$ cat config.mk
export PLATFORM = sky130hd
export DESIGN_NAME = aof_ram
export DESIGN_NICKNAME = d
export VERILOG_FILES = /design/src/rtl/core/aof_ram.sv
export SDC_FILE = /design/constraint.sdc
export NUM_CORES = 1
export LEC_CHECK = 0
export ABC_CLOCK_PERIOD_IN_PS = 3200
export BUFFER_PORTS_ARGS = -buffer_cell sky130_fd_sc_hd__buf_4
export CAP_MARGIN = 30
export CORE_UTILIZATION = 55
export CTS_CLUSTER_SIZE = 28
export DETAILED_ROUTE_END_ITERATION = 16
export PLACE_DENSITY = 0.73
export RECOVER_POWER = 50
export REMOVE_ABC_BUFFERS = 1
export SYNTH_ARGS = -nofsm -noshare
export SYNTH_HDL_FRONTEND = slang
export SYNTH_SLANG_ARGS = --single-unit
$ cat constraint.sdc
create_clock -name aclk -period 3.2 [get_ports aclk]
set_input_delay 0 -clock aclk [delete_from_list [all_inputs] [get_ports aclk]]
set_output_delay 0 -clock aclk [all_outputs]
set_load 0.1 [all_outputs]
$ cat src/rtl/core/aof_ram.sv
// Generic single-write, single-read memory with a registered, read-first output.
// Depends on nothing.
module aof_ram #(
    parameter int WIDTH = 8,
    parameter int DEPTH = 16
) (
    input  logic                     aclk,
    input  logic                     we,
    input  logic [$clog2(DEPTH)-1:0] waddr,
    input  logic [WIDTH-1:0]         wdata,
    input  logic                     re,
    input  logic [$clog2(DEPTH)-1:0] raddr,
    output logic [WIDTH-1:0]         rdata
);

    logic [WIDTH-1:0] mem_reg [DEPTH];
    logic [WIDTH-1:0] rdata_reg;

    always_ff @(posedge aclk) begin
        if (we) begin
            mem_reg[waddr] <= wdata;
        end
        if (re) begin
            rdata_reg <= mem_reg[raddr];
        end
    end

    assign rdata = rdata_reg;

endmodule

# Word-level counts from Yosys, hierarchy flattened
# Memory sizes are Yosys's and may differ from the RTL's. A register that Yosys moved wholly into a read port is not among the register bits.
# Cells that the tools add are included.
# W data, S select, Z words.
[op_classes] muxes=2
[op_table] operator="$mux W1" count=2
[word_totals] ff_bits=0 in_bits=19 mem_bits_rw=128 n_memories=1
[mem_list] memory="mem_reg" words=16 word_bits=8 read_ports=1 rd_clocked_by_memory_dff=1 write_ports=1 line="16" rtl="logic [WIDTH-1:0] mem_reg [DEPTH];"

# Depth between registers and ports, before layout
[logic_depth] word_depth=2 depth_mapped=5

# Least setup slack after synthesis
# Ideal clock, no wire load.
[synth_path] path_kind="input-to-reg" from="input waddr[2]" to="memory mem_reg[0][0] (enable)" setup_slack_ns=1.707 arrival_ns=1.110 t_required_ns=2.817 n_path_buf=0 stages=2 setup_time_ns=0.383 cell_sequence="or3b_2 > nor3_1"
[synth_rtl] element="from (decl)" line="9" rtl="input logic [$clog2(DEPTH)-1:0] waddr,"
[synth_rtl] element="to (decl)" line="16"
# Straight into the memory's write port.

# Final worst setup path
[layout_path] from="input waddr[1]" to="memory mem_reg[4][3] (enable)"
# Straight into the memory's write port.

==> run_results.csv <==
group,metric,value,unit
worst_hold_path,hold_depth,4,
global_route,grt_util_met2,34.6,%
placed_design,dp_hpwl,5700,microns
setup_path,worstReg2RegEnd,"rdata[0]$_DFFE_PP_",
global_route,grt_util_met1,29.2,%
clock_network,cts_htree_levels,4,
global_route,antenna_found_initial,0,
power,max-vdd-ir-drop,0.436,mV
final_layout,multi_input_area,0.00107,sq mm
yosys,yosysWarningCount,0,
sta,hold_viol,0,
setup_path,crit_top_cell,"dlygate4sd3_1",
clock_network,clock-root-buffer,"clkbuf_8",
detailed_routing,wl_per_cell,23.1,microns
final_layout,drive_gt1_share,23.0,%
setup_path,critPathLaunchType,"input port",
global_route,grt_busiest_layer,"met2",
yosys,netlist_area,0.00523,sq mm
setup_path,end_kind,"register",
detailed_routing,drc_errors,0,
final_layout,final_cell_mix,"edfxtp_1, mux4_2, buf_4",
power,powerDensity,681,mW/mm^2
clock_network,clock_path_buffers,2,
global_route,grt_util_met3,5.27,%
sta,finClkSkew,5.02,ps
detailed_routing,totalWireLength,9720,microns
detailed_routing,drt-initial-drc-count,161,
die,dieArea,0.00990,sq mm
setup_path,critPathMaxFanout,8,
sta,layout_min_cycle_time,1710,ps
yosys,synth_seq_cells,136,
setup_path,required,3360,ps
detailed_routing,drt_pre_antenna_iters,4,
setup_path,worstPathCellList,"dlygate4sd3_1 > clkbuf_1 > nor3_2 > dlygate4sd3_1",
placed_design,post_dp_cell_area,0.00552,sq mm
global_route,grt_first_pass_wirelength,14600,microns
yosys,synth_mux_area_share,14.8,%
yosys,yosysUniqueCellTypes,18,
final_layout,design_area,0.00620,sq mm
global_route,grt_max_degree,33,
final_layout,fill_cells,554,
setup_path,crit_type,"in -> reg",
setup_path,crit_family,"buffers and inverters",
setup_path,critPathMaxStageDelay,890,ps
final_layout,largest_reg_flops,128,
die,io-pin-count,27,
worst_hold_path,min_from,"waddr[3]",
sta,finalSetupTns,0,ps
power,p_leak,2.05,nW
sta,slew_headroom,36.8,%
yosys,syn-instance-count,229,
global_route,first_global_vias,2550,
sta,max_freq,0.584,GHz
final_layout,area_growth,18.6,%
setup_path,worst-path-buf-inv,3,
yosys,synth-xor-area-share,0,%
sta,drv_slew,0,
sta,setup_violations,0,
worst_hold_path,hold_class,"in -> reg",
global_route,grt.total_usage,21.7,%
clock_network,insertion_delay,520,ps
detailed_routing,antenna_left,0,
setup_path,cp.arrival,1870,ps
clock_network,cts_tree,"built",
global_route,grt_overflow,0,
placed_design,portBuffers,26,
die,row_count,35,
detailed_routing,via_count,2449,
final_layout,diodes,0,
yosys,synthAdderAreaFrac,0,%
placed_design,place.gp.congestion,0.703,
yosys,synth_compound_area_share,2.30,%
setup_path,regToRegSetupSlack,1700,ps
final_layout,layout.nets,297,
yosys,avgSynthCellArea,22.8,sq um
worst_hold_path,min_to,"mem_reg[0][6]$_DFFE_PP_",
die,core-area,0.00924,sq mm
die,die_w,99.5,microns
setup_path,r2r_start,"mem_reg[0][0]$_DFFE_PP_",
run_status,outcome,"finished clean",
job,maxCapViolations,0,
detailed_routing,avgViaCountPerCell,5.83,
die,die_y,99.5,microns
setup_path,r2r_cells,3,
sta,min_period_over_period,53.5,%
sta,worst_pin_slew,943,ps
setup_path,slowest_stage,"dlygate4sd3_1",
final_layout,final_common_cell,"edfxtp_1",
final_layout,register_area,0.00408,sq mm
yosys,ys_seq_area_share,78.1,%
sta,grt_setup_unrepaired,"false",
clock_network,clock_sink_count,136,
clock_network,cts_made_buffers,17,
final_layout,fin_util,67.1,%
clock_network,path_clk_slew,60,ps
yosys,synth_simple_gate_area_share,3.14,%
die,start_util,56.6,%
yosys,synth_top_family_by_area,"multiplexers",
## cells by family after synthesis
logic type,count (synthesis)
and+or+nand+nor,35
muxes,32
DFF,136
buffers and inverters,10
AOI/OAI and AO/OA,16
## routing by layer
| metal | share of wire, % | up-vias |
|---|---|---|
| met5 | 0 | - |
| met4 | 1.3 | 0 |
| met3 | 8.3 | 14 |
| met2 | 51 | 114 |
| met1 | 39 | 1243 |
| li1 | - | 1078 |
## power by group
group	switching [mW]	leakage, nW	internal (mW)
combinational	0.162	0.520	0.0838
sequential	0.0124	1.24	2.01
clock	0.703	0.293	1.26
## through the flow
| step | hold WS, ps | instances | setup WS (ps) | total power, mW |
|---|---|---|---|---|
| floorplan | 98.9 | 219 | 1710 | 2.20 |
| global route | 128 | 420 | 1410 | 4.32 |
| finish | 115 | 420 | 1490 | 4.23 |
| CTS | 94.8 | 420 | 1550 | 4.25 |
| detailed placement | 313 | 376 | 1390 | 2.30 |
| global placement | 298 | 376 | 1410 | 2.29 |
## final cells by class
type                       instances  share of cell area [%]
clock buffer                      18                    6.74
clock inverter                    14                    2.93
multi-input combinational         83                    17.2
sequential                       136                    65.9
tap                              129                    2.60
timing repair buffer              40                    4.66
## synth_stat cells
| library cell | instances | area share, % |
|---|---|---|
| a22oi_1 | 16 | 2.3 |
| and2_1 | 1 | 0.12 |
| and2b_1 | 1 | 0.14 |
| buf_2 | 3 | 0.29 |
| buf_4 | 1 | 0.14 |
| buf_6 | 3 | 0.65 |
| clkdlybuf4s25_2 | 3 | 0.57 |
| edfxtp_1 | 136 | 78 |
| mux4_1 | 14 | 7.0 |
| mux4_2 | 18 | 7.8 |
| nand2_1 | 9 | 0.65 |
| nand2b_1 | 2 | 0.24 |
| nand3_1 | 1 | 0.096 |
| nand3b_1 | 2 | 0.29 |
| nor2_1 | 13 | 0.93 |
| nor2b_1 | 1 | 0.12 |
| nor3_1 | 4 | 0.38 |
| or3b_2 | 1 | 0.17 |
## worst reg2reg max path: stages (launching register included)
cell	delay (ps)
edfxtp_1	370
mux4_1	490
a22oi_1	300
nand2_1	100
## what timing repair did
action | in CTS | in global routing
hold buffers | 12 | 0
gates resized for setup | 0 | 0
endpoints found under the setup margin | 0 | 0
endpoints found under the hold margin | 160 | 0
setup buffers | 0 | 0
## worst max path at each step
stage                  start                      end  cells past startpoint
floorplan           waddr[2]  mem_reg[0][0]$_DFFE_PP_                      2
global placement    raddr[0]       rdata[0]$_DFFE_PP_                      4
detailed placement  raddr[0]       rdata[0]$_DFFE_PP_                      4
CTS                 waddr[1]  mem_reg[4][7]$_DFFE_PP_                      4
global route        waddr[1]  mem_reg[4][3]$_DFFE_PP_                      4
finish              waddr[1]  mem_reg[4][3]$_DFFE_PP_                      4
(Power assumes the default switching activity.)
