$ cat src/rtl/core/aof_pkg.sv
// Shared constants, register codes and transaction structs of the alpha outline filter.
// Depends on nothing; every other file of the block but aof_ram imports it.
package aof_pkg;

    localparam int MAX_WIDTH  = 1024;
    localparam int MAX_HEIGHT = 1024;

    localparam int PIX_W   = 32;
    localparam int ALPHA_W = 8;
    localparam int GEOM_W  = 11;
    localparam int CFG_W   = 32;
    localparam int CIDX_W  = 2;

    localparam int WW    = $clog2(MAX_WIDTH + 1);
    localparam int HW    = $clog2(MAX_HEIGHT + 1);
    localparam int QW    = $clog2(MAX_WIDTH * MAX_HEIGHT + MAX_WIDTH + 1);
    localparam int AW    = $clog2(2 * MAX_WIDTH);
    localparam int CNT_W = $clog2(QW + 1);

    localparam int RAM_DEPTH = 2 ** AW;

    localparam int NB_W  = 3;
    localparam int NB_L  = 0;
    localparam int NB_C  = 1;
    localparam int NB_R  = 2;
    localparam int MID_W = PIX_W + NB_W;

    localparam int RST_WIDTH  = (16 > MAX_WIDTH) ? MAX_WIDTH : 16;
    localparam int RST_HEIGHT = (32 > MAX_HEIGHT) ? MAX_HEIGHT : 32;
    localparam int RST_TOTAL  = RST_WIDTH * RST_HEIGHT;
    localparam logic [PIX_W-1:0] RST_COLOR = 32'hFF00_00FF;

    typedef enum logic [CIDX_W-1:0] {
        REG_WIDTH  = 2'd0,
        REG_HEIGHT = 2'd1,
        REG_COLOR  = 2'd2
    } cfg_reg_t;

    typedef struct packed {
        logic [WW-1:0]    width;
        logic [HW-1:0]    height;
        logic [QW-1:0]    total;
        logic [QW-1:0]    total_w;
        logic [PIX_W-1:0] color;
    } geom_t;

    typedef struct packed {
        logic          valid;
        logic [WW-1:0] value;
    } rem_t;

    typedef struct packed {
        logic            has_result;
        logic            frame_last;
        logic            row_first;
        logic            row_last;
        logic            col_first;
        logic            col_last;
        logic [NB_W-1:0] below;
    } item_ctl_t;

endpackage

$ cat src/rtl/core/aof_geom.sv
// Configuration registers, derived frame sizes and the serial remainder unit that
// rebuilds the column position after a geometry write. Depends on aof_pkg.
module aof_geom import aof_pkg::*; (
    input  logic              aclk,
    input  logic              aresetn,
    input  logic              cfg_we,
    input  logic [CIDX_W-1:0] cfg_index,
    input  logic [CFG_W-1:0]  cfg_wdata,
    input  logic [QW-1:0]     item_count,
    output geom_t             geom,
    output logic              busy,
    output rem_t              col_load
);

    function automatic logic [WW-1:0] clamp_width(input logic [GEOM_W-1:0] raw);
        logic [WW-1:0] res;
        if (raw == '0) begin
            res = WW'(1);
        end else if (32'(raw) > 32'(MAX_WIDTH)) begin
            res = WW'(MAX_WIDTH);
        end else begin
            res = WW'(raw);
        end
        return res;
    endfunction

    function automatic logic [HW-1:0] clamp_height(input logic [GEOM_W-1:0] raw);
        logic [HW-1:0] res;
        if (raw == '0) begin
            res = HW'(1);
        end else if (32'(raw) > 32'(MAX_HEIGHT)) begin
            res = HW'(MAX_HEIGHT);
        end else begin
            res = HW'(raw);
        end
        return res;
    endfunction

    logic [WW-1:0]    width_reg, width_next;
    logic [HW-1:0]    height_reg, height_next;
    logic [PIX_W-1:0] color_reg, color_next;
    logic [QW-1:0]    total_reg, total_next;
    logic [QW-1:0]    total_w_reg, total_w_next;
    logic             busy_reg, busy_next;
    logic [CNT_W-1:0] cnt_reg, cnt_next;
    logic [QW-1:0]    dividend_reg, dividend_next;
    logic [WW-1:0]    rem_reg, rem_next;

    logic [WW+HW-1:0] width_ext, height_ext, prod;
    logic [WW:0]      trial, divisor;

    always_comb begin
        width_next    = width_reg;
        height_next   = height_reg;
        color_next    = color_reg;
        busy_next     = busy_reg;
        cnt_next      = cnt_reg;
        dividend_next = dividend_reg;
        rem_next      = rem_reg;

        width_ext    = (WW+HW)'(width_reg);
        height_ext   = (WW+HW)'(height_reg);
        prod         = width_ext * height_ext;
        total_next   = QW'(prod);
        total_w_next = total_reg + QW'(width_reg);

        // One quotient bit per cycle, most significant bit of the count first.
        trial   = {rem_reg, dividend_reg[QW-1]};
        divisor = {1'b0, width_reg};
        if (busy_reg) begin
            if (cnt_reg == '0) begin
                busy_next = 1'b0;
            end else begin
                rem_next      = (trial >= divisor) ? WW'(trial - divisor) : WW'(trial);
                dividend_next = dividend_reg << 1;
                cnt_next      = cnt_reg - 1'b1;
            end
        end

        if (cfg_we) begin
            case (cfg_index)
                REG_WIDTH: begin
                    width_next    = clamp_width(cfg_wdata[GEOM_W-1:0]);
                    busy_next     = 1'b1;
                    cnt_next      = CNT_W'(QW);
                    dividend_next = item_count;
                    rem_next      = '0;
                end
                REG_HEIGHT: begin
                    height_next   = clamp_height(cfg_wdata[GEOM_W-1:0]);
                    busy_next     = 1'b1;
                    cnt_next      = CNT_W'(QW);
                    dividend_next = item_count;
                    rem_next      = '0;
                end
                REG_COLOR: begin
                    color_next = cfg_wdata[PIX_W-1:0];
                end
                default: begin
                end
            endcase
        end
    end

    always_ff @(posedge aclk) begin
        if (!aresetn) begin
            width_reg   <= WW'(RST_WIDTH);
            height_reg  <= HW'(RST_HEIGHT);
            color_reg   <= RST_COLOR;
            total_reg   <= QW'(RST_TOTAL);
            total_w_reg <= QW'(RST_TOTAL + RST_WIDTH);
            busy_reg    <= 1'b0;
            cnt_reg     <= '0;
        end else begin
            width_reg   <= width_next;
            height_reg  <= height_next;
            color_reg   <= color_next;
            total_reg   <= total_next;
            total_w_reg <= total_w_next;
            busy_reg    <= busy_next;
            cnt_reg     <= cnt_next;
        end
    end

    always_ff @(posedge aclk) begin
        dividend_reg <= dividend_next;
        rem_reg      <= rem_next;
    end

    always_comb begin
        geom.width     = width_reg;
        geom.height    = height_reg;
        geom.total     = total_reg;
        geom.total_w   = total_w_reg;
        geom.color     = color_reg;
        busy           = busy_reg;
        col_load.valid = busy_reg && (cnt_reg == '0);
        col_load.value = rem_reg;
    end

endmodule

$ cat config.mk
export PLATFORM = sky130hd
export DESIGN_NAME = aof_geom
export DESIGN_NICKNAME = d
export VERILOG_FILES = /design/src/rtl/core/aof_pkg.sv /design/src/rtl/core/aof_geom.sv
export SDC_FILE = /design/constraint.sdc
export NUM_CORES = 1
export LEC_CHECK = 0
export ABC_AREA = 1
export BUFFER_PORTS_ARGS = -buffer_cell sky130_fd_sc_hd__clkbuf_2
export CELL_PAD_IN_SITES_DETAIL_PLACEMENT = 1
export CELL_PAD_IN_SITES_GLOBAL_PLACEMENT = 2
export CORE_MARGIN = 2
export CORE_UTILIZATION = 25
export CTS_CLUSTER_SIZE = 30
export DETAILED_ROUTE_END_ITERATION = 10
export PLACE_DENSITY = 0.71
export SYNTH_ARGS = -nofsm -noshare
export SYNTH_HDL_FRONTEND = slang
export SYNTH_SLANG_ARGS = --single-unit
export TNS_END_PERCENT = 100
$ cat constraint.sdc
create_clock -name aclk -period 7.8 [get_ports aclk]
set_input_delay 2.34 -clock aclk [delete_from_list [all_inputs] [get_ports aclk]]
set_output_delay 2.34 -clock aclk [all_outputs]
set_load 0.005 [all_outputs]
### Word level (Yosys, flattened, before mapping)

Index checks and enable logic that the tools add are counted.

* $add $sub $neg: 3
* multiply operators: 1
* $lt $le $gt $ge: 2
* equal/unequal tests: 2
* muxes and demuxes: 19
* reduce and logical (&&, ||, !) cells: 8

Operators by type and width (count)
* 21-bit two-way mux: 4
* 11-bit two-way mux: 7
* 21-bit by 11-bit adder with 21-bit output: 1
* 11-bit by 11-bit multiplier with 21-bit output: 1
* 5-bit two-way mux: 4
* 12-bit by 11-bit greater-or-equal comparator with 1-bit output: 1
* 11-bit greater-than comparator, second input constant: 1
* 11-bit logical NOT: 1
* 11-bit subtractor: 1
* 2-bit AND reduction: 3
* 5-bit logical NOT: 1
* 5-bit by 1-bit subtractor with 5-bit output, second input constant: 1
* 1-bit two-way mux: 4
* 2-bit by 1-bit == test with 1-bit output, second input constant: 1
* 2-bit == test, second input constant: 1
* 2-bit logical NOT: 1
* 2-bit OR reduction: 1
* 1-bit logical AND: 1

* flip-flop bits (word level): 134
* input bits: 58
* output and inout bits: 109
* logic and storage cells: 44

### Longest topological paths before layout

* word-level depth: 6
* mapped depth: 23

### Worst setup path after synthesis

OpenSTA, ideal clock, no wires.

* path kind: flip-flop to flip-flop
* from: reg width_reg[0]
* to: reg total_reg[16]
* library setup time: 0.115 ns
* arrival time: 4.551 ns
* data required time: 7.685 ns
* slack: 3.134 ns
* stages on the path, launching flop included: 18
* path through: dfxtp_1 -> clkbuf_1 -> nand2_1 -> fa_1 -> fa_1 -> inv_1 -> fa_1 -> fa_1 -> inv_1 -> fa_1 -> inv_1 -> ha_1 -> nand2_1 -> nor2_1 -> nand2_1 -> or2_1 -> a21oi_1 -> nor2_1

* longest elaborated chain between the ends: 1

RTL lines
* from (decl): line aof_geom.sv:39 `logic [WW-1:0] width_reg, width_next;`
* from (signal assigned): line aof_geom.sv:107 `width_reg <= WW'(RST_WIDTH);`
* from (signal assigned): line aof_geom.sv:115 `width_reg <= width_next;`
* 11-bit by 11-bit multiplier with 21-bit output: line aof_geom.sv:63 `prod = width_ext * height_ext;`
* to (signal assigned): line aof_geom.sv:110 `total_reg <= QW'(RST_TOTAL);`
* to (signal assigned): line aof_geom.sv:118 `total_reg <= total_next;`
* to (decl): line aof_geom.sv:42 `logic [QW-1:0] total_reg, total_next;`

Every way passes these cells.
A chain may end at the register's enable or synchronous reset.

### Worst setup path in the final report

* from: reg width_reg[3]
* to: reg total_reg[20]

The elaborated chain is that of the path after synthesis.

==> flow_summary.toml <==
[clock_network]
hold_buffers = 0
htreeDepth = 4
numCtsBuffers = 17
cts_sinks = 134
cts_setup_buffers = 0
cts_tree = "done"
cts.path.max_buffers = 2
clk_pin_slew_ps = 60
root_buffer = "clkbuf_16"
cts_resized = 0
clock_latency_ps = 460

[layout]
multi_input_area_sq_um = 6290
area_delta_synth_final_pct = 18.5
antennaDiodeCount = 0
n_fill_cell = 5160
largest_register_ffs = 32
final_layout_size_suffix_gt1_share_pct = 14.4
nets = 1811
post-route-cell-area_sq_um = 12200
stdcell_count = 2137
fin_util_pct = 30.0
seqCellArea_sq_um = 2680

[critical_path]
crit_end = "total_reg[20]"
r2r_setup_slack_ps = 2610
cp-startpoint = "width_reg[3]"
worstSetupStartpointType = "flip-flop"
endpoint_kind = "flip-flop"
r2r_end = "total_reg[20]"
reg2reg_depth = 18
required_ps = 8140
cp_max_fo = 15
timing.rr.start = "width_reg[3]"
worstPathArrival_ps = 5540
path_class = "flip-flop to flip-flop"

[synth]
post_synth_num_cell_types = 43
yosysMostFrequentCell = "nand2_1"
synthArstFlopShare_pct = 0
syn_area_sq_um = 10300
yosysSeqAreaShare_pct = 26.0
yosys.area.top_type_share_pct = 26.0
synth_ff_type = "dfxtp_1"
synth_common_cells = "424 x nand2_1, 292 x inv_1, 134 x dfxtp_1, 90 x a21oi_1, 85 x nor2_1"
syn_avg_cell_area_sq_um = 7.10
syn-num-nets = 1670
synthCells = 1451
synthTopCellsByArea = "dfxtp_1 26%, fa_1 16%, nand2_1 15%"
yosys_warnings = 0
synth-edff-count = 0
synth_area_leader_cell = "dfxtp_1"
synth-seq-cells = 134

[floorplanning]
pin_count = 167
core-area_sq_um = 40700
core.rowCount = 74
dieHeight_microns = 207
start_util_pct = 25.3
dieArea_sq_um = 42900
die_x_microns = 207

[job]
drv_cap = 0

[timing]
rsz0062_at_grt = "false"
clock.fmax_mhz = 193
period_share_pct = 66.6
fin_tns_setup_ps = 0
holdWs_ps = 465
skew_ps = 12.7
relSlewSlack_pct = 38.5
setup_viol = 0
min_period_ps = 5190
maxSlewViolCount = 0
tightest_slew_ps = 922
final_hold_viol_count = 0

[pwr]
pwr_density_cell_nw_per_um2 = 183
ir_drop_uv = 134
p_leak_uw = 0.00676

[place]
dp_cells = 2105
place.gp.congestion = 0.841
io_buffers = 166
placed_cell_area_sq_um = 11600
post-dp-hpwl_microns = 25900

[routing]
drc = 0
viasPerCell = 4.43
finalWirelength_microns = 33400
drt-wirelength-per-cell_microns = 15.6
dr.first_iter.drc_count = 343
ant_nets = 0
firstDrtPassIters = 4
via_count = 9458

[global_route]
grt_remaining_overflow = 0
grt_pass1_vias = 9991
grtUsageTotal_pct = 16.0
antenna_found_initial = 0
grt_pass1_wl_microns = 54200
grt_max_degree = 72

[min_path]
hold_path.class = "flip-flop to flip-flop"

[status]
outcome = "finished, final reports clean"
[report_power, final]
group | internal, uW | switching [uW]
Combinational | 218 | 362
Sequential | 749 | 71.6
Clock | 492 | 343
Total | 1460 | 777
[cell type report]
class	count	area share [%]
Clock buffer	24	4.19
Clock inverter	8	0.696
Inverter	299	9.19
Multi-Input combinational cell	970	51.5
Sequential cell	134	22.0
Tap cell	532	5.45
Timing Repair Buffer	170	7.05
[layout by cell type (no fill, tap or decap), types with 50 or more instances in the layout]
cell and instances:
clkbuf_2 166, ha_1 80, inv_1 292, o21ai_0 50, nand3_1 66, dfxtp_1 134
nand2_1 424, nor2_1 85, fa_1 81, a21oi_1 90
[worst min-delay path by stage]
stage,start,to,slack (ps),depth (start not counted)
CTS,dividend_reg[0],dividend_reg[0],470,2
global route,color_reg[8],color_reg[8],490,2
global placement,cnt_reg[4],cnt_reg[4],450,2
floorplan,cnt_reg[4],cnt_reg[4],440,2
detailed placement,color_reg[4],color_reg[4],460,2
finish,dividend_reg[0],dividend_reg[0],460,2
[per-stage QoR]
stage	setup WS, ps	power (uW)
final	2610	2240
after global routing	2250	2400
after CTS	2580	2290
after detailed placement	2600	1430
after global placement	2690	1420
after floorplan	3130	1230
[per-layer routing]
layer / up-vias / share of wire (%) / track usage (%)
li1: 4740 / - / -
met1: 4545 / 47 / 20.5
met2: 153 / 47 / 26.5
met3: 20 / 4.9 / 4.61
met4: 0 / 1.1 / 3.82
met5: - / 0 / 0
[worst max-delay path: stages (launching register included)]
cell and delay, ps:
dfxtp_1 920, nand2_1 190, fa_1 520, fa_1 490, inv_1 60, fa_1 500, fa_1 540, inv_1 50
fa_1 530, inv_1 40, ha_1 340, nand2_1 160, inv_1 60, a21oi_1 200, nand3_1 160, nand2_1 110
nand3_1 80, nand2_1 80, nor2_1 50
[cell families (layout without fill, tap and decap cells)]
logic type	Yosys count	in the layout	share of synthesized area [%]
buffers and inverters	347	501	13.0
XOR/XNOR	8	8	0.680
adder cells (fa/ha/maj)	161	161	25.4
AND/OR/NAND/NOR	620	620	24.9
flip-flops	134	134	26.0
AO/OA/AOI/OAI	181	181	10.0
(Power assumes the default switching activity.)
