**src/rtl/core/aof_pkg.sv**
```systemverilog
// Shared constants, register codes and transaction structs of the alpha outline filter.
// Depends on nothing; every other file of the block but aof_ram imports it.
package aof_pkg;

    localparam int MAX_WIDTH  = 1024;
    localparam int MAX_HEIGHT = 1024;

    localparam int PIX_W   = 32;
    localparam int ALPHA_W = 8;
    localparam int GEOM_W  = 11;
    localparam int CFG_W   = 32;
    localparam int CIDX_W  = 2;

    localparam int WW    = $clog2(MAX_WIDTH + 1);
    localparam int HW    = $clog2(MAX_HEIGHT + 1);
    localparam int QW    = $clog2(MAX_WIDTH * MAX_HEIGHT + MAX_WIDTH + 1);
    localparam int AW    = $clog2(2 * MAX_WIDTH);
    localparam int CNT_W = $clog2(QW + 1);

    localparam int RAM_DEPTH = 2 ** AW;

    localparam int NB_W  = 3;
    localparam int NB_L  = 0;
    localparam int NB_C  = 1;
    localparam int NB_R  = 2;
    localparam int MID_W = PIX_W + NB_W;

    localparam int RST_WIDTH  = (16 > MAX_WIDTH) ? MAX_WIDTH : 16;
    localparam int RST_HEIGHT = (32 > MAX_HEIGHT) ? MAX_HEIGHT : 32;
    localparam int RST_TOTAL  = RST_WIDTH * RST_HEIGHT;
    localparam logic [PIX_W-1:0] RST_COLOR = 32'hFF00_00FF;

    typedef enum logic [CIDX_W-1:0] {
        REG_WIDTH  = 2'd0,
        REG_HEIGHT = 2'd1,
        REG_COLOR  = 2'd2
    } cfg_reg_t;

    typedef struct packed {
        logic [WW-1:0]    width;
        logic [HW-1:0]    height;
        logic [QW-1:0]    total;
        logic [QW-1:0]    total_w;
        logic [PIX_W-1:0] color;
    } geom_t;

    typedef struct packed {
        logic          valid;
        logic [WW-1:0] value;
    } rem_t;

    typedef struct packed {
        logic            has_result;
        logic            frame_last;
        logic            row_first;
        logic            row_last;
        logic            col_first;
        logic            col_last;
        logic [NB_W-1:0] below;
    } item_ctl_t;

endpackage

```
**src/rtl/core/aof_window.sv**
```systemverilog
// Neighborhood stage: masks the 3x3 opacity window at the image borders, picks the
// outline color or the source pixel, and holds the output register. Depends on aof_pkg.
module aof_window import aof_pkg::*; (
    input  logic             aclk,
    input  logic             aresetn,
    input  logic             accept,
    input  item_ctl_t        ctl,
    input  logic [MID_W-1:0] mid_rdata,
    input  logic [NB_W-1:0]  top_rdata,
    input  logic [PIX_W-1:0] color,
    input  logic             m_ready,
    output logic             m_valid,
    output logic [PIX_W-1:0] m_pixel_out,
    output logic             m_frame_last,
    output logic             b_free
);

    logic             b_valid_reg, b_valid_next;
    logic             m_valid_reg, m_valid_next;
    item_ctl_t        b_ctl_reg;
    logic [PIX_W-1:0] m_pixel_reg;
    logic             m_last_reg;

    logic             out_free, b_move;
    logic [PIX_W-1:0] center;
    logic [NB_W-1:0]  mid, top, low;
    logic             hit_top, hit_mid, hit_low, outline;
    logic [PIX_W-1:0] pixel_next;

    always_comb begin
        out_free = !m_valid_reg || m_ready;
        b_move   = b_valid_reg && out_free;
        b_free   = !b_valid_reg || out_free;

        center = mid_rdata[MID_W-1:NB_W];
        mid    = mid_rdata[NB_W-1:0];
        top    = top_rdata;
        low    = b_ctl_reg.below;

        hit_top = !b_ctl_reg.row_first && (top[NB_C]
                  || (!b_ctl_reg.col_first && top[NB_L])
                  || (!b_ctl_reg.col_last && top[NB_R]));
        hit_mid = (!b_ctl_reg.col_first && mid[NB_L])
                  || (!b_ctl_reg.col_last && mid[NB_R]);
        hit_low = !b_ctl_reg.row_last && (low[NB_C]
                  || (!b_ctl_reg.col_first && low[NB_L])
                  || (!b_ctl_reg.col_last && low[NB_R]));
        outline    = !mid[NB_C] && (hit_top || hit_mid || hit_low);
        pixel_next = outline ? color : center;

        if (accept) begin
            b_valid_next = ctl.has_result;
        end else if (b_move) begin
            b_valid_next = 1'b0;
        end else begin
            b_valid_next = b_valid_reg;
        end

        if (b_move) begin
            m_valid_next = 1'b1;
        end else if (m_ready) begin
            m_valid_next = 1'b0;
        end else begin
            m_valid_next = m_valid_reg;
        end
    end

    always_ff @(posedge aclk) begin
        if (!aresetn) begin
            b_valid_reg <= 1'b0;
            m_valid_reg <= 1'b0;
        end else begin
            b_valid_reg <= b_valid_next;
            m_valid_reg <= m_valid_next;
        end
    end

    always_ff @(posedge aclk) begin
        if (accept) begin
            b_ctl_reg <= ctl;
        end
        if (b_move) begin
            m_pixel_reg <= pixel_next;
            m_last_reg  <= b_ctl_reg.frame_last;
        end
    end

    assign m_valid      = m_valid_reg;
    assign m_pixel_out  = m_pixel_reg;
    assign m_frame_last = m_last_reg;

endmodule

```
**config.mk**
```make
export PLATFORM = sky130hd
export DESIGN_NAME = aof_window
export DESIGN_NICKNAME = d
export VERILOG_FILES = /design/src/rtl/core/aof_pkg.sv /design/src/rtl/core/aof_window.sv
export SDC_FILE = /design/constraint.sdc
export NUM_CORES = 1
export LEC_CHECK = 0
export ABC_CLOCK_PERIOD_IN_PS = 2440
export BUFFER_PORTS_ARGS = -buffer_cell sky130_fd_sc_hd__buf_2
export CAP_MARGIN = 10
export CORE_ASPECT_RATIO = 0.6
export CORE_UTILIZATION = 38
export CTS_CLUSTER_DIAMETER = 200
export DETAILED_ROUTE_END_ITERATION = 7
export GPL_ROUTABILITY_DRIVEN = 0
export PLACE_DENSITY = 0.75
export SETUP_SLACK_MARGIN = 0.05
export SLEW_MARGIN = 20
export SYNTH_ARGS = -nofsm -noshare
export SYNTH_HDL_FRONTEND = slang
export SYNTH_SLANG_ARGS = --single-unit
```
**constraint.sdc**
```tcl
create_clock -name aclk -period 2.44 [get_ports aclk]
set_input_delay 0.244 -clock aclk [delete_from_list [all_inputs] [get_ports aclk]]
set_output_delay 0.244 -clock aclk [all_outputs]
set_load 0.05 [all_outputs]
```
; ---- Word level (Yosys, flattened, before mapping)
; Index checks and enable logic that the tools add are counted.
[op_classes]
add_sub_neg = 0
n_lt_le_gt_ge = 0
n_mul = 0
div = 0
eq_ne = 0
shift = 0
n_reduce_logical = 28
bitwise = 0
muxes = 5
[op_table]
columns = operator, count
row1 = 32-bit 2-to-1 mux, 1
row2 = 1-bit logical AND, 10
row3 = 1-bit logical OR, 9
row4 = 1-bit logical NOT, 7
row5 = 1-bit 2-to-1 mux, 4
row6 = 2-bit nonzero test, 2
[word_totals]
memories = 0
word_cells = 43
input_bits = 83
mem_bits_rw = 0
ff_bits = 43
out_inout_bits = 35
latch_bits = 0
mem_bits_ro = 0

; ---- Longest topological paths before layout
[depth]
word_depth = 9
mapped_depth = 5
ltp_nobuf = 4

; ---- Worst setup path before layout
; OpenSTA, ideal clock, no wires.
[synth_path]
kind = register to register
from = register m_valid_reg (netlist: m_valid)
to = register m_last_reg (netlist: m_frame_last) (enable)
path_stages_with_launch = 3
setup_slack_ns = -0.177
t_required_ns = 2.013
setup_time_ns = 0.427
n_path_buf = 0
period_less_slack_ns = 2.617
t_arrival_ns = 2.190
path_cell_list = dfxtp_1 > nor2b_1 > nor2b_1
[synth_between]
elab_chain_len = 3
[synth_rtl]
columns = element, line_no
row1 = start: declaration, aof_window.sv:19  ; logic m_valid_reg, m_valid_next;
row2 = start signal: assignment, aof_window.sv:74  ; m_valid_reg <= m_valid_next;
row3 = 1-bit logical NOT, aof_window.sv:31  ; out_free = !m_valid_reg || m_ready;
row4 = 1-bit logical OR, aof_window.sv:31
row5 = 1-bit logical AND, aof_window.sv:32  ; b_move = b_valid_reg && out_free;
row6 = net b_move, aof_window.sv:24  ; logic out_free, b_move;
row7 = end signal: assignment, aof_window.sv:84  ; m_last_reg <= b_ctl_reg.frame_last;
row8 = end: declaration, aof_window.sv:22  ; logic m_last_reg;
; The timed path passes the listed nets, and every way through them passes these cells.
; A chain may end at the register's enable or synchronous reset.

; ---- Worst setup path after layout
[layout_path]
from = register b_ctl_reg[4] (netlist name)
to = register m_pixel_reg[31] (netlist: m_pixel_out[31]) (data pin)
[layout_between]
elab_chain_len = 9
elab_cells_between_ends = 15
classes_between = 1 x mux / 14 x reduce/logical
[layout_rtl]
columns = element, line_no
row1 = start: declaration, aof_window.sv:20  ; item_ctl_t b_ctl_reg;
row2 = start signal: assignment, aof_window.sv:80  ; b_ctl_reg <= ctl;
row3 = 1-bit logical NOT (*), "aof_window.sv:41, aof_window.sv:43, aof_window.sv:46"
row4 = 1-bit logical AND, aof_window.sv:41  ; || (!b_ctl_reg.col_first && top[NB_L])
row5 = 1-bit logical OR, aof_window.sv:41
row6 = 1-bit logical OR, aof_window.sv:42  ; || (!b_ctl_reg.col_last && top[NB_R]));
row7 = 1-bit logical AND, aof_window.sv:40  ; hit_top = !b_ctl_reg.row_first && (top[NB_C]
row8 = 1-bit logical OR, aof_window.sv:48  ; outline = !mid[NB_C] && (hit_top || hit_mid || hit_low);
row9 = 1-bit logical OR (*), aof_window.sv:48
row10 = 1-bit logical AND (*), aof_window.sv:48
row11 = 32-bit 2-to-1 mux (*), aof_window.sv:49  ; pixel_next = outline ? color : center;
row12 = net pixel_next[31], aof_window.sv:28  ; logic [PIX_W-1:0] pixel_next;
row13 = end signal: assignment, aof_window.sv:83  ; m_pixel_reg <= pixel_next;
row14 = end: declaration, aof_window.sv:21  ; logic [PIX_W-1:0] m_pixel_reg;
; The timed path passes the listed nets; every way through them passes the cells marked *.

==> summary.md <==
| Metric | Value |
|---|---|
| CP bufs+invs | 1 |
| Largest family of logic cells by synthesized area | multiplexers |
| All-Layer GR Usage | 0.144 |
| CTS buffer count | 5 |
| PD cells | 616 mW/mm2 |
| Cell family with most CP delay | compound AO/OA/AOI/OAI gates |
| Synth area leader | edfxtp_1 |
| Slowest cell on crit path | a31oi_4 |
| Clock Tree Root | clkbuf_8 |
| IO Port Bufs | roughly 120 |
| Iteration count of the initial detailed-routing pass | 4 |
| Fmax | ~490 MHz |
| Final hold violation count | 0 |
| Syn avg cell area | 19.7 um2 |
| Residual DRC | 0 |
| Vias/cell | between 4 and 5 |
| R2r endpoint | m_pixel_out[31]$_DFFE_PP_ |
| Mux cell area share after synthesis | 0.250 |
| Post-CTS Setup Bufs | 0 |
| Setup TNS | 0 ns |
| CP cell instances | nor2b_1 -> o31ai_1 -> a31oi_4 -> buf_12 -> mux2_1 |
| Synth Area in XOR/XNOR | 0 |
| Largest register FFs | 32 |
| Main synth FF type | edfxtp_1 |
| CTS tree | done |
| Synth Area in Simple Gates | 0.0290 |
| Die height | between 50 and 60 um |
| R2R setup slack | around 0.4 ns |
| Chip width | 93.2 um |
| Total Power | ~1.6 mW |
| Origin of the critical flop-to-flop path | b_ctl_reg[4]$_DFFE_PP_ |
| Clock sink count | 43 |
| Crit end category | flip-flop |
| Share of layout cells above drive strength 1 | 0.727 |
| Vias | ~1300 |
| Synth unique cells | 16 |
| Vias in the first global route | 1255 |
| Final core occ | 0.569 |
| Initial antenna violation count | 0 |
| Layout area overhead | 40.5% |
| Fin. max-slew vios | 0 |
| Final wirelength | 3690 um |
| Post-synthesis sequential area ratio | 0.671 |
| Worst Hold Class | in -> reg |
| Outcome | completed |
| Die area | about 0.0053 mm2 |
| Worst skew pair latency | roughly 0.3 ns |
| Number of synthesized flops with an enable pin | roughly 40 |
| R2R cell count | 5 |
| Critical path class | reg -> reg |
| Slew headroom | 0.639 |
| Hold Crit Endpoint | low[0]$_DFFE_PP_ |
| Synthesized area | 0.00190 mm2 |
| Final Skew | 0.0102 ns |
| Area share of the largest cell type after synthesis | 0.650 |
| Mapped Nets | around 180 |
| Resized cells post-CTS | 0 |
| Count leader, synth | edfxtp_1 |
| Period utilization | 0.835 |
| CP required | 2.48 ns |
| Starting Density | 0.405 |
| H-tree depth | 2 |
| Cell depth of the worst setup path | 5 |
| Worst-path fanout max | 23 |
| Post-synthesis sequential element count | 43 |
| FILL cells | around 400 |
| Post-DRT Antenna Nets | 0 |
| Wirelength per Cell | 13.0 um |
| Hold buffer count at cts | 0 |
| Ys async rst share | 0 |
| Adder-cell share of the synthesized area | 0 |
| Synth top area cells | edfxtp_1 (65%), mux2_4 (24%), dfxtp_1 (2.1%) |
| Placeable core area | roughly 0.0047 mm2 |
| Final #Nets | ~300 |
| FP Rows | 19 |
| YS warnings | 0 |
| Hold depth | 1 |
| Pin count of the biggest net entering global routing | 24 |
| Top Ports | 118 |
| Most frequent cells after synthesis | edfxtp_1 (41), mux2_4 (30), nor2b_1 (6) |
| Total leakage power | 1.21 nW |
| CP arrival | approximately 2.1 ns |
| RSZ-0062 raised after global routing | no |
| Mapped Cells | 96 |
| Worst IR Drop VDD | just under 300 uV |
| First-pass GRT wire length | about 5600 um |
| CTS clock-pin slew for the worst setup and hold paths | roughly 0.090 ns |
| Setup violators final | 0 |
| Worst slew pin tran | between 0.5 and 0.6 ns |
| Critical path's largest stage delay | ~0.5 ns |
| Number of max-cap violations | 0 |
| Critical Path Start | b_ctl_reg[4]$_DFFE_PP_ |
| CP Launch Type | flip-flop |
| Antenna fix cells | 0 |
| Total grt overflow | 0 |
| HP Start | ctl[0] |
| Number of DRC markers in iteration 0 | 12 |
| Minimum clock period | about 2 ns |
| CTS max path bufs | 2 |
| Compound-cell area share of the yosys netlist | 0.0290 |
==> how the worst max path moves through the flow <==
stage	slack, ns	to
finish	0.40	m_pixel_out[31]$_DFFE_PP_
global placement	0.45	m_pixel_out[31]$_DFFE_PP_
floorplan	0.45	m_frame_last$_DFFE_PP_
CTS	0.38	m_pixel_out[31]$_DFFE_PP_
detailed placement	0.40	m_pixel_out[31]$_DFFE_PP_
global route	0.28	m_pixel_out[31]$_DFFE_PP_
==> worst register-to-register path, delay by kind of cell, from the launching register on <==
family	cells	cell delay [ns]
compound gates	2	0.60
flops	1	0.42
mux	1	0.36
buf+inv	1	0.28
simple gates	1	0.13
==> layout make-up <==
type                    count  area, um2  area share
well taps                  63       78.8      0.0296
clock buffers               5       68.8      0.0258
clock inverters             3       23.8     0.00893
inverters                   2       7.51     0.00282
flip-flops and latches     43       1270       0.477
multi-input cells          48        599       0.225
repair buffers            119        613       0.230
==> routing by layer <==
metal / vias to the layer above / part of all wire / track usage
li1: 612 / - / -
met2: 71 / 0.48 / 0.246
met4: 0 / 0.0038 / 0.0593
met5: - / 0 / 0
met3: 3 / 0.11 / 0.0691
met1: 593 / 0.40 / 0.154
==> layout by cell type, fill, tap and decap left out, drive strengths merged <==
master,n
buf,119
edfxtp,41
mux2,32
nor2b,6
clkbuf,5
inv,3
nand2,2
dfxtp,2
clkinvlp,2
nor2,1
a221oi,1
o21bai,1
o31ai,1
a31oi,1
o21ai,1
and2,1
o21a,1
==> stage by stage <==
step | instances | area [um2] | hold WS (ns) | worst slack [ns]
6_report | 283 | 2660 | 0.118 | 0.402
5_1_grt | 283 | 2660 | 0.0940 | 0.277
4_1_cts | 283 | 2660 | 0.108 | 0.382
3_5_place_dp | 275 | 2570 | 0.408 | 0.401
3_3_place_gp | 275 | 2570 | 0.404 | 0.454
2_1_floorplan | 96 | 1900 | 0.343 | 0.449
==> where the power goes <==
part | leakage, nW | switching, mW | internal (mW)
Combinational | 0.769 | 0.153 | 0.157
Clock | 0.0408 | 0.264 | 0.205
Sequential | 0.398 | 0.00915 | 0.852
==> cells by family after synthesis <==
kind of cell / after synthesis
buffers and inverters: 5
AO/OA/AOI/OAI: 6
AND/OR/NAND/NOR: 10
multiplexers: 32
flip-flops: 43
(Power assumes the default switching activity.)
